<file path="config.mk">
export PLATFORM = sky130hd
export DESIGN_NAME = compacting_handle_set_flat
export DESIGN_NICKNAME = d
export VERILOG_FILES = /design/src/hw/rtl/chs_pkg.sv /design/src/hw/rtl/chs_req_if.sv /design/src/hw/rtl/chs_rsp_if.sv /design/src/hw/rtl/compacting_handle_set.sv /design/src/flat_wrapper.sv
export SDC_FILE = /design/constraint.sdc
export NUM_CORES = 1
export LEC_CHECK = 0
export ABC_AREA = 0
export BUFFER_PORTS_ARGS = -buffer_cell sky130_fd_sc_hd__buf_4
export CAP_MARGIN = 20
export CORE_MARGIN = 2
export CORE_UTILIZATION = 53
export DETAILED_ROUTE_END_ITERATION = 16
export GPL_TIMING_DRIVEN = 0
export PLACE_DENSITY_LB_ADDON = 0.08
export SLEW_MARGIN = 20
export SYNTH_ARGS = -nofsm -noshare
export SYNTH_HDL_FRONTEND = slang
export SYNTH_SLANG_ARGS = --single-unit
</file>
<file path="constraint.sdc">
create_clock -name clk -period 20.1 [get_ports clk]
set_input_delay 4.02 -clock clk [delete_from_list [all_inputs] [get_ports clk]]
set_output_delay 4.02 -clock clk [all_outputs]
set_load 0.02 [all_outputs]
</file>
<file path="src/hw/rtl/chs_pkg.sv">
`default_nettype none

package chs_pkg;

    localparam int TABLE_DEPTH_DEF = 16;
    localparam int HANDLE_W        = 32;
    localparam int SLOT_W          = 4;
    localparam int ENTRY_COUNT_W   = 5;

    typedef enum logic [2:0] {
        MODE_TRACK   = 3'd0,
        MODE_UNTRACK = 3'd1,
        MODE_RELEASE = 3'd2,
        MODE_CLEAR   = 3'd3,
        MODE_GET     = 3'd4
    } mode_t;

    typedef enum logic [2:0] {
        STAT_OK       = 3'd0,
        STAT_NULL     = 3'd1,
        STAT_FULL     = 3'd2,
        STAT_DUP      = 3'd3,
        STAT_NOTFOUND = 3'd4,
        STAT_RANGE    = 3'd5
    } status_t;

    typedef enum logic [2:0] {
        S_IDLE,
        S_SCAN,
        S_SHIFT,
        S_GET,
        S_REL_RD,
        S_REL_LD,
        S_RESP
    } state_t;

    typedef struct packed {
        logic [2:0]             mode;
        logic [HANDLE_W-1:0]    handle;
        logic [SLOT_W-1:0]      slot_index;
        logic [HANDLE_W-1:0]    owner_id;
    } req_t;

    typedef struct packed {
        logic [2:0]               status;
        logic [HANDLE_W-1:0]      handle_out;
        logic [HANDLE_W-1:0]      release_owner;
        logic [ENTRY_COUNT_W-1:0] entry_count;
        logic                     last;
    } rsp_t;

endpackage

`default_nettype wire

</file>
<file path="src/hw/rtl/chs_req_if.sv">
`default_nettype none

interface chs_req_if;
    logic           valid;
    logic           ready;
    chs_pkg::req_t  payload;

    modport source (output valid, output payload, input ready);
    modport sink   (input valid, input payload, output ready);
endinterface

`default_nettype wire

</file>
<file path="src/hw/rtl/chs_rsp_if.sv">
`default_nettype none

interface chs_rsp_if;
    logic           valid;
    logic           ready;
    chs_pkg::rsp_t  payload;

    modport source (output valid, output payload, input ready);
    modport sink   (input valid, input payload, output ready);
endinterface

`default_nettype wire

</file>
<file path="src/hw/rtl/compacting_handle_set.sv">
// Steps from acceptance to first result item: clear, null/full/range refusals and unused
//   modes pass through S_RESP; get reads the table in S_GET first; track scans one entry per
//   cycle and stops at a duplicate; untrack scans, then shifts later entries down one per cycle.
// Force release: each item is read in S_REL_RD, then loaded into the output register in S_REL_LD.
// Throughput: one input item at a time; the next is taken once the sequencer is idle again.
// Reset (async, rst_n low) empties the list and drops any pending result; table not swept.
`default_nettype none

module compacting_handle_set #(
    parameter int TABLE_DEPTH = chs_pkg::TABLE_DEPTH_DEF
) (
    input  wire logic  clk,
    input  wire logic  rst_n,
    chs_req_if.sink    req,
    chs_rsp_if.source  rsp
);

    // count width holds the depth itself; address width indexes the table
    localparam int CW = $clog2(TABLE_DEPTH + 1);
    localparam int AW = (TABLE_DEPTH > 1) ? $clog2(TABLE_DEPTH) : 1;
    localparam int HW = chs_pkg::HANDLE_W;

    // handle table: one write port, one registered read port
    logic [HW-1:0] mem [TABLE_DEPTH];
    logic [HW-1:0] rdata_reg;
    logic          mem_we;
    logic [AW-1:0] mem_waddr;
    logic [HW-1:0] mem_wdata;
    logic          mem_re;
    logic [AW-1:0] mem_raddr;

    always_ff @(posedge clk)
    begin
        if (mem_we)
        begin
            mem[mem_waddr] <= mem_wdata;
        end
        if (mem_re)
        begin
            rdata_reg <= mem[mem_raddr];
        end
    end

    // sequencer state
    chs_pkg::state_t  state_reg, state_next;
    logic [CW-1:0]    count_reg, count_next;
    logic [CW-1:0]    ptr_reg, ptr_next;      // next entry to read
    logic [AW-1:0]    pos_reg, pos_next;      // address of pending read / shift write
    logic             pend_reg, pend_next;    // read data arrives this cycle
    logic [2:0]       op_reg, op_next;
    logic [HW-1:0]    key_reg, key_next;
    logic [HW-1:0]    owner_reg, owner_next;
    chs_pkg::status_t status_reg, status_next;
    logic [HW-1:0]    hout_reg, hout_next;

    // output register
    logic             out_valid_reg, out_valid_next;
    chs_pkg::rsp_t    out_data_reg, out_data_next;

    logic slot_free;
    logic hit;
    logic in_fire;

    assign slot_free = !out_valid_reg || rsp.ready;
    assign hit       = pend_reg && (rdata_reg == key_reg);
    assign in_fire   = req.valid && req.ready;

    assign req.ready   = (state_reg == chs_pkg::S_IDLE);
    assign rsp.valid   = out_valid_reg;
    assign rsp.payload = out_data_reg;

    always_ff @(posedge clk or negedge rst_n)
    begin
        if (!rst_n)
        begin
            state_reg     <= chs_pkg::S_IDLE;
            count_reg     <= '0;
            ptr_reg       <= '0;
            pend_reg      <= 1'b0;
            out_valid_reg <= 1'b0;
        end
        else
        begin
            state_reg     <= state_next;
            count_reg     <= count_next;
            ptr_reg       <= ptr_next;
            pend_reg      <= pend_next;
            out_valid_reg <= out_valid_next;
        end
    end

    always_ff @(posedge clk)
    begin
        pos_reg      <= pos_next;
        op_reg       <= op_next;
        key_reg      <= key_next;
        owner_reg    <= owner_next;
        status_reg   <= status_next;
        hout_reg     <= hout_next;
        out_data_reg <= out_data_next;
    end

    always_comb
    begin
        state_next     = state_reg;
        count_next     = count_reg;
        ptr_next       = ptr_reg;
        pos_next       = pos_reg;
        pend_next      = pend_reg;
        op_next        = op_reg;
        key_next       = key_reg;
        owner_next     = owner_reg;
        status_next    = status_reg;
        hout_next      = hout_reg;
        out_data_next  = out_data_reg;
        out_valid_next = out_valid_reg && !rsp.ready;
        mem_we         = 1'b0;
        mem_waddr      = pos_reg;
        mem_wdata      = rdata_reg;
        mem_re         = 1'b0;
        mem_raddr      = AW'(ptr_reg);

        unique case (state_reg)
            chs_pkg::S_IDLE:
            begin
                if (in_fire)
                begin
                    op_next     = req.payload.mode;
                    key_next    = req.payload.handle;
                    owner_next  = req.payload.owner_id;
                    ptr_next    = '0;
                    pend_next   = 1'b0;
                    status_next = chs_pkg::STAT_OK;
                    hout_next   = '0;
                    state_next  = chs_pkg::S_RESP;
                    unique case (req.payload.mode)
                        chs_pkg::MODE_TRACK:
                        begin
                            if (req.payload.handle == '0)
                            begin
                                status_next = chs_pkg::STAT_NULL;
                            end
                            else if (count_reg == CW'(TABLE_DEPTH))
                            begin
                                status_next = chs_pkg::STAT_FULL;
                            end
                            else
                            begin
                                state_next = chs_pkg::S_SCAN;
                            end
                        end
                        chs_pkg::MODE_UNTRACK:
                        begin
                            if (req.payload.handle == '0)
                            begin
                                status_next = chs_pkg::STAT_NULL;
                            end
                            else
                            begin
                                state_next = chs_pkg::S_SCAN;
                            end
                        end
                        chs_pkg::MODE_RELEASE:
                        begin
                            if (count_reg != '0)
                            begin
                                state_next = chs_pkg::S_REL_RD;
                            end
                        end
                        chs_pkg::MODE_CLEAR:
                        begin
                            count_next = '0;
                        end
                        chs_pkg::MODE_GET:
                        begin
                            if (32'(req.payload.slot_index) < 32'(count_reg))
                            begin
                                mem_re     = 1'b1;
                                mem_raddr  = AW'(req.payload.slot_index);
                                state_next = chs_pkg::S_GET;
                            end
                            else
                            begin
                                status_next = chs_pkg::STAT_RANGE;
                            end
                        end
                        default:
                        begin
                            // unused mode: plain ok with current count
                        end
                    endcase
                end
            end

            chs_pkg::S_SCAN:
            begin
                priority if (hit)
                begin
                    if (op_reg == chs_pkg::MODE_TRACK)
                    begin
                        status_next = chs_pkg::STAT_DUP;
                        state_next  = chs_pkg::S_RESP;
                    end
                    else
                    begin
                        // found at pos_reg: shift later entries down
                        ptr_next   = CW'(pos_reg) + CW'(1);
                        pend_next  = 1'b0;
                        state_next = chs_pkg::S_SHIFT;
                    end
                end
                else if (ptr_reg < count_reg)
                begin
                    mem_re    = 1'b1;
                    mem_raddr = AW'(ptr_reg);
                    pos_next  = AW'(ptr_reg);
                    ptr_next  = ptr_reg + CW'(1);
                    pend_next = 1'b1;
                end
                else
                begin
                    pend_next  = 1'b0;
                    state_next = chs_pkg::S_RESP;
                    if (op_reg == chs_pkg::MODE_TRACK)
                    begin
                        mem_we     = 1'b1;
                        mem_waddr  = AW'(count_reg);
                        mem_wdata  = key_reg;
                        count_next = count_reg + CW'(1);
                    end
                    else
                    begin
                        status_next = chs_pkg::STAT_NOTFOUND;
                    end
                end
            end

            chs_pkg::S_SHIFT:
            begin
                if (pend_reg)
                begin
                    mem_we    = 1'b1;
                    mem_waddr = pos_reg;
                    mem_wdata = rdata_reg;
                    pos_next  = pos_reg + AW'(1);
                end
                if (ptr_reg < count_reg)
                begin
                    mem_re    = 1'b1;
                    mem_raddr = AW'(ptr_reg);
                    ptr_next  = ptr_reg + CW'(1);
                    pend_next = 1'b1;
                end
                else
                begin
                    pend_next = 1'b0;
                    if (!pend_reg)
                    begin
                        count_next = count_reg - CW'(1);
                        state_next = chs_pkg::S_RESP;
                    end
                end
            end

            chs_pkg::S_GET:
            begin
                hout_next  = rdata_reg;
                state_next = chs_pkg::S_RESP;
            end

            chs_pkg::S_REL_RD:
            begin
                mem_re     = 1'b1;
                mem_raddr  = AW'(ptr_reg);
                state_next = chs_pkg::S_REL_LD;
            end

            chs_pkg::S_REL_LD:
            begin
                if (slot_free)
                begin
                    out_valid_next              = 1'b1;
                    out_data_next.status        = chs_pkg::STAT_OK;
                    out_data_next.handle_out    = rdata_reg;
                    out_data_next.release_owner = owner_reg;
                    out_data_next.entry_count   = '0;
                    out_data_next.last          = ((ptr_reg + CW'(1)) == count_reg);
                    ptr_next                    = ptr_reg + CW'(1);
                    if ((ptr_reg + CW'(1)) == count_reg)
                    begin
                        count_next = '0;
                        state_next = chs_pkg::S_IDLE;
                    end
                    else
                    begin
                        state_next = chs_pkg::S_REL_RD;
                    end
                end
            end

            chs_pkg::S_RESP:
            begin
                if (slot_free)
                begin
                    out_valid_next              = 1'b1;
                    out_data_next.status        = status_reg;
                    out_data_next.handle_out    = hout_reg;
                    out_data_next.release_owner = '0;
                    out_data_next.entry_count   = chs_pkg::ENTRY_COUNT_W'(count_reg);
                    out_data_next.last          = 1'b1;
                    state_next                  = chs_pkg::S_IDLE;
                end
            end

            default:
            begin
                state_next = chs_pkg::S_IDLE;
            end
        endcase
    end

endmodule

`default_nettype wire

</file>
<file path="src/flat_wrapper.sv">
// flat-port wrapper written by rule: the top's interface ports become plain ports
module compacting_handle_set_flat 
#(
    parameter int TABLE_DEPTH = chs_pkg::TABLE_DEPTH_DEF
)
  (clk, rst_n, req_valid, req_payload, req_ready, rsp_valid, rsp_payload, rsp_ready);
  chs_req_if req_i ();
  chs_rsp_if rsp_i ();
  input  wire logic clk;
  input  wire logic rst_n;
  input wire logic [$bits(req_i.valid)-1:0] req_valid;
  input wire logic [$bits(req_i.payload)-1:0] req_payload;
  output wire logic [$bits(req_i.ready)-1:0] req_ready;
  output wire logic [$bits(rsp_i.valid)-1:0] rsp_valid;
  output wire logic [$bits(rsp_i.payload)-1:0] rsp_payload;
  input wire logic [$bits(rsp_i.ready)-1:0] rsp_ready;
  assign req_i.valid = req_valid;
  assign req_i.payload = req_payload;
  assign req_ready = req_i.ready;
  assign rsp_valid = rsp_i.valid;
  assign rsp_payload = rsp_i.payload;
  assign rsp_i.ready = rsp_ready;
  compacting_handle_set #(.TABLE_DEPTH(TABLE_DEPTH)) u_core (.clk(clk), .rst_n(rst_n), .req(req_i), .rsp(rsp_i));
endmodule
</file>
==> impl_metrics.tcl <==
set metrics [dict create \
    core_area_um2 55000 \
    die_y_um 240 \
    die_w_um 240 \
    async_flop_share 0.0203 \
    slew_viol_final 0 \
    hold_violations 0 \
    tightest_slew_ps 1040 \
    path_cells "buf_4, ha_1, o21a_1, nor2_1, o311ai_4, mux2i_1, clkbuf_1, buf_2, mux2i_1, o22ai_1, or4_1" \
    yosysMostFrequentCell "edfxtp_1" \
    crit_top_cell "mux2i_1" \
    ios 150 \
    detail_route.vias_per_cell 5.96 \
    cpPeakStageDelay_ps 740 \
    synth_cells 1707 \
    end_kind "flip-flop" \
    power-per-cell-area_nw_per_um2 146 \
    yosys-top-cells-count "edfxtp_1, mux2i_1, o22ai_1" \
    port_buffers 149 \
    crit_type "primary input to flip-flop" \
    synth-edff-count 723 \
    post-route-drc-count 0 \
    final-setup-viol-count 0 \
    antenna_found_initial 0 \
    area.growth.synth_to_final_pct 16.9 \
    yosys_most_used_dff "edfxtp_1" \
    clock_skew_ps 28.4 \
    num_vias 16400 \
    dieArea_um2 57400 \
    yosys.area.top_type "edfxtp_1" \
    synth_top_area_frac 0.738 \
    syn_area_um2 29400 \
    irDropWorstVdd_uv 71.1 \
    critPathSlowestCell "mux2i_1" \
    ant_nets 0 \
    p_leak_nw 13.0 \
    hp-class "flip-flop to flip-flop" \
    antennaDiodeCount 0 \
    status "finished clean" \
    fmax_ghz 0.133 \
    cp_max_fo 10 \
    clk_pin_slew_ps 60 \
    postCtsSetupBuffers 0 \
    period_needed_ps 7510 \
    r2r_end "u_core.mem[4][18]" \
    cp-start-kind "primary input" \
    yosysWarnings 0 \
    initial_utilization 0.535 \
    crit_buf_inv 3 \
    tns_ps 0 \
    drt_first_pass_iters 5 \
    ctsLongestPathBuffers 3 \
    largest_reg_flops 512 \
    track_usage 0.265 \
    critPathRequiredTime_ps 20440 \
    hp-start "u_core.owner_reg[31]" \
    min_path_cells 1 \
    rsz0062_at_grt "false" \
    cts_resized 0 \
    maxCapViolations 0 \
    clkSinkCount 738 \
    fill_cells 3931 \
    synthTopCellsByArea "edfxtp_1, mux2i_1, o22ai_1, mux2_2, and2_1" \
    root_buffer "clkbuf_16" \
    crit_family "buffers and inverters" \
    r2r_cells 10 \
    worstPathArrival_ps 7850 \
    grt_pass1_vias 16200 \
    top_register "u_core.mem" \
    rrSetupSlack_ps 15240 \
    routabilityCongestion 0.895 \
    clock_latency_ps 620 \
    drt-total-wl_um 75700 \
    drive_gt1_frac 0.202 \
    power.total_mw 5.01 \
    syn_nets 1796 \
    synthDistinctLibCells 61 \
    hpwl_um 50900 \
    hold_buffers 0 \
    numCtsBuffers 77 \
    regToRegStartpoint "u_core.rdata_reg[24]" \
    ys_ff_latch 738 \
    cts_tree "done" \
    grt.overflow.total 0 \
    relSlewSlack 0.300 \
    wl_per_cell_um 27.5 \
    yosysSeqAreaShare 0.750 \
    grt_max_degree 46 \
    drt_iter0_markers 1744 \
    fp-row-count 86 \
    grt_first_pass_wirelength_um 108000 \
    nets 2050 \
    fin_crit_sh 0.374 \
    holdPathEnd "u_core.rsp.payload[37]" \
    avgSynthCellArea_um2 17.2 \
    htreeDepth 3 \
]
## worst max-delay path by stage
stage	start	to	depth (start not counted)
finish	req_payload[34]	u_core.rdata_reg[22]	11
detailed placement	req_payload[34]	u_core.rdata_reg[5]	11
floorplan	rsp_ready	u_core.rsp.payload[0]	2
CTS	req_payload[34]	u_core.rdata_reg[20]	11
global placement	rsp_ready	u_core.rsp.payload[25]	3
global route	req_payload[34]	u_core.rdata_reg[22]	11
## per-stage QoR
stage / area (um2) / cells / setup WS [ps] / utilization / hold slack [ps]
after floorplan: 29400 / 1707 / 10090 / - / 497
after global placement: 31500 / 2604 / 7940 / 0.573 / 500
after detailed placement: 32100 / 2630 / 11970 / 0.584 / 503
after CTS: 34400 / 2753 / 12620 / 0.626 / 516
after global routing: 34400 / 2753 / 12470 / 0.626 / 526
final: 34400 / 2753 / 12590 / 0.626 / 510
## area by class of cell
| cell class | count | area (um2) | area share |
|---|---|---|---|
| Buffer | 83 | 362 | 0.0105 |
| Clock buffer | 91 | 2010 | 0.0584 |
| Clock inverter | 32 | 285 | 0.00829 |
| Inverter | 11 | 41.3 | 0.00120 |
| Multi-Input combinational cell | 875 | 7080 | 0.206 |
| Sequential cell | 738 | 22100 | 0.642 |
| Tap cell | 748 | 936 | 0.0272 |
| Timing Repair Buffer | 175 | 1600 | 0.0465 |
## where the power goes
part	switching [mW]	internal (mW)
Sequential	0.137	2.11
Combinational	0.922	0.515
Clock	0.563	0.761
Total	1.62	3.38
## cells in the final DEF (no fill, tap or decap), types with 13 or more instances in the layout
master and count:
buf_2 40, o22ai_1 129, edfxtp_1 723, nor4_1 19
dfrtp_1 15, and2_1 67, mux2i_1 271, mux2_2 67
or4_1 33, ha_1 13, clkbuf_1 48, nor2_4 16
buf_4 153, xor2_1 25, nor2_1 29, buf_12 14
nand2_1 40, clkinv_1 17, xnor2_1 17, o21ai_0 18
clkbuf_16 78
## worst reg2reg max path: stages (launching register included)
cell and delay (ps):
edfxtp_1 480, xnor2_1 400, nor4bb_1 340, nand4_1 170, nor3b_1 590, or3_1 230, clkbuf_1 320, buf_1 550
mux2i_1 450, nor2_4 730, buf_12 280
## cells by family after synthesis
family                     after synthesis  synth area share
DFF                                    738             0.750
muxes                                  338             0.118
AOI/OAI and AO/OA                      204            0.0458
xor gates and xnor gates                42            0.0125
buffers and inverters                   94            0.0137
and+or+nand+nor                        277            0.0535
adders and majority gates               14           0.00621
## per-layer routing
layer  wire, um  global-route usage  vias up
li1           -                   -     7275
met5          0                   0        -
met2      35900               0.427      732
met1      31000               0.360     8290
met3       6120              0.0446      123
met4       2700               0.111        0
Power figures use the tool's default switching activity.
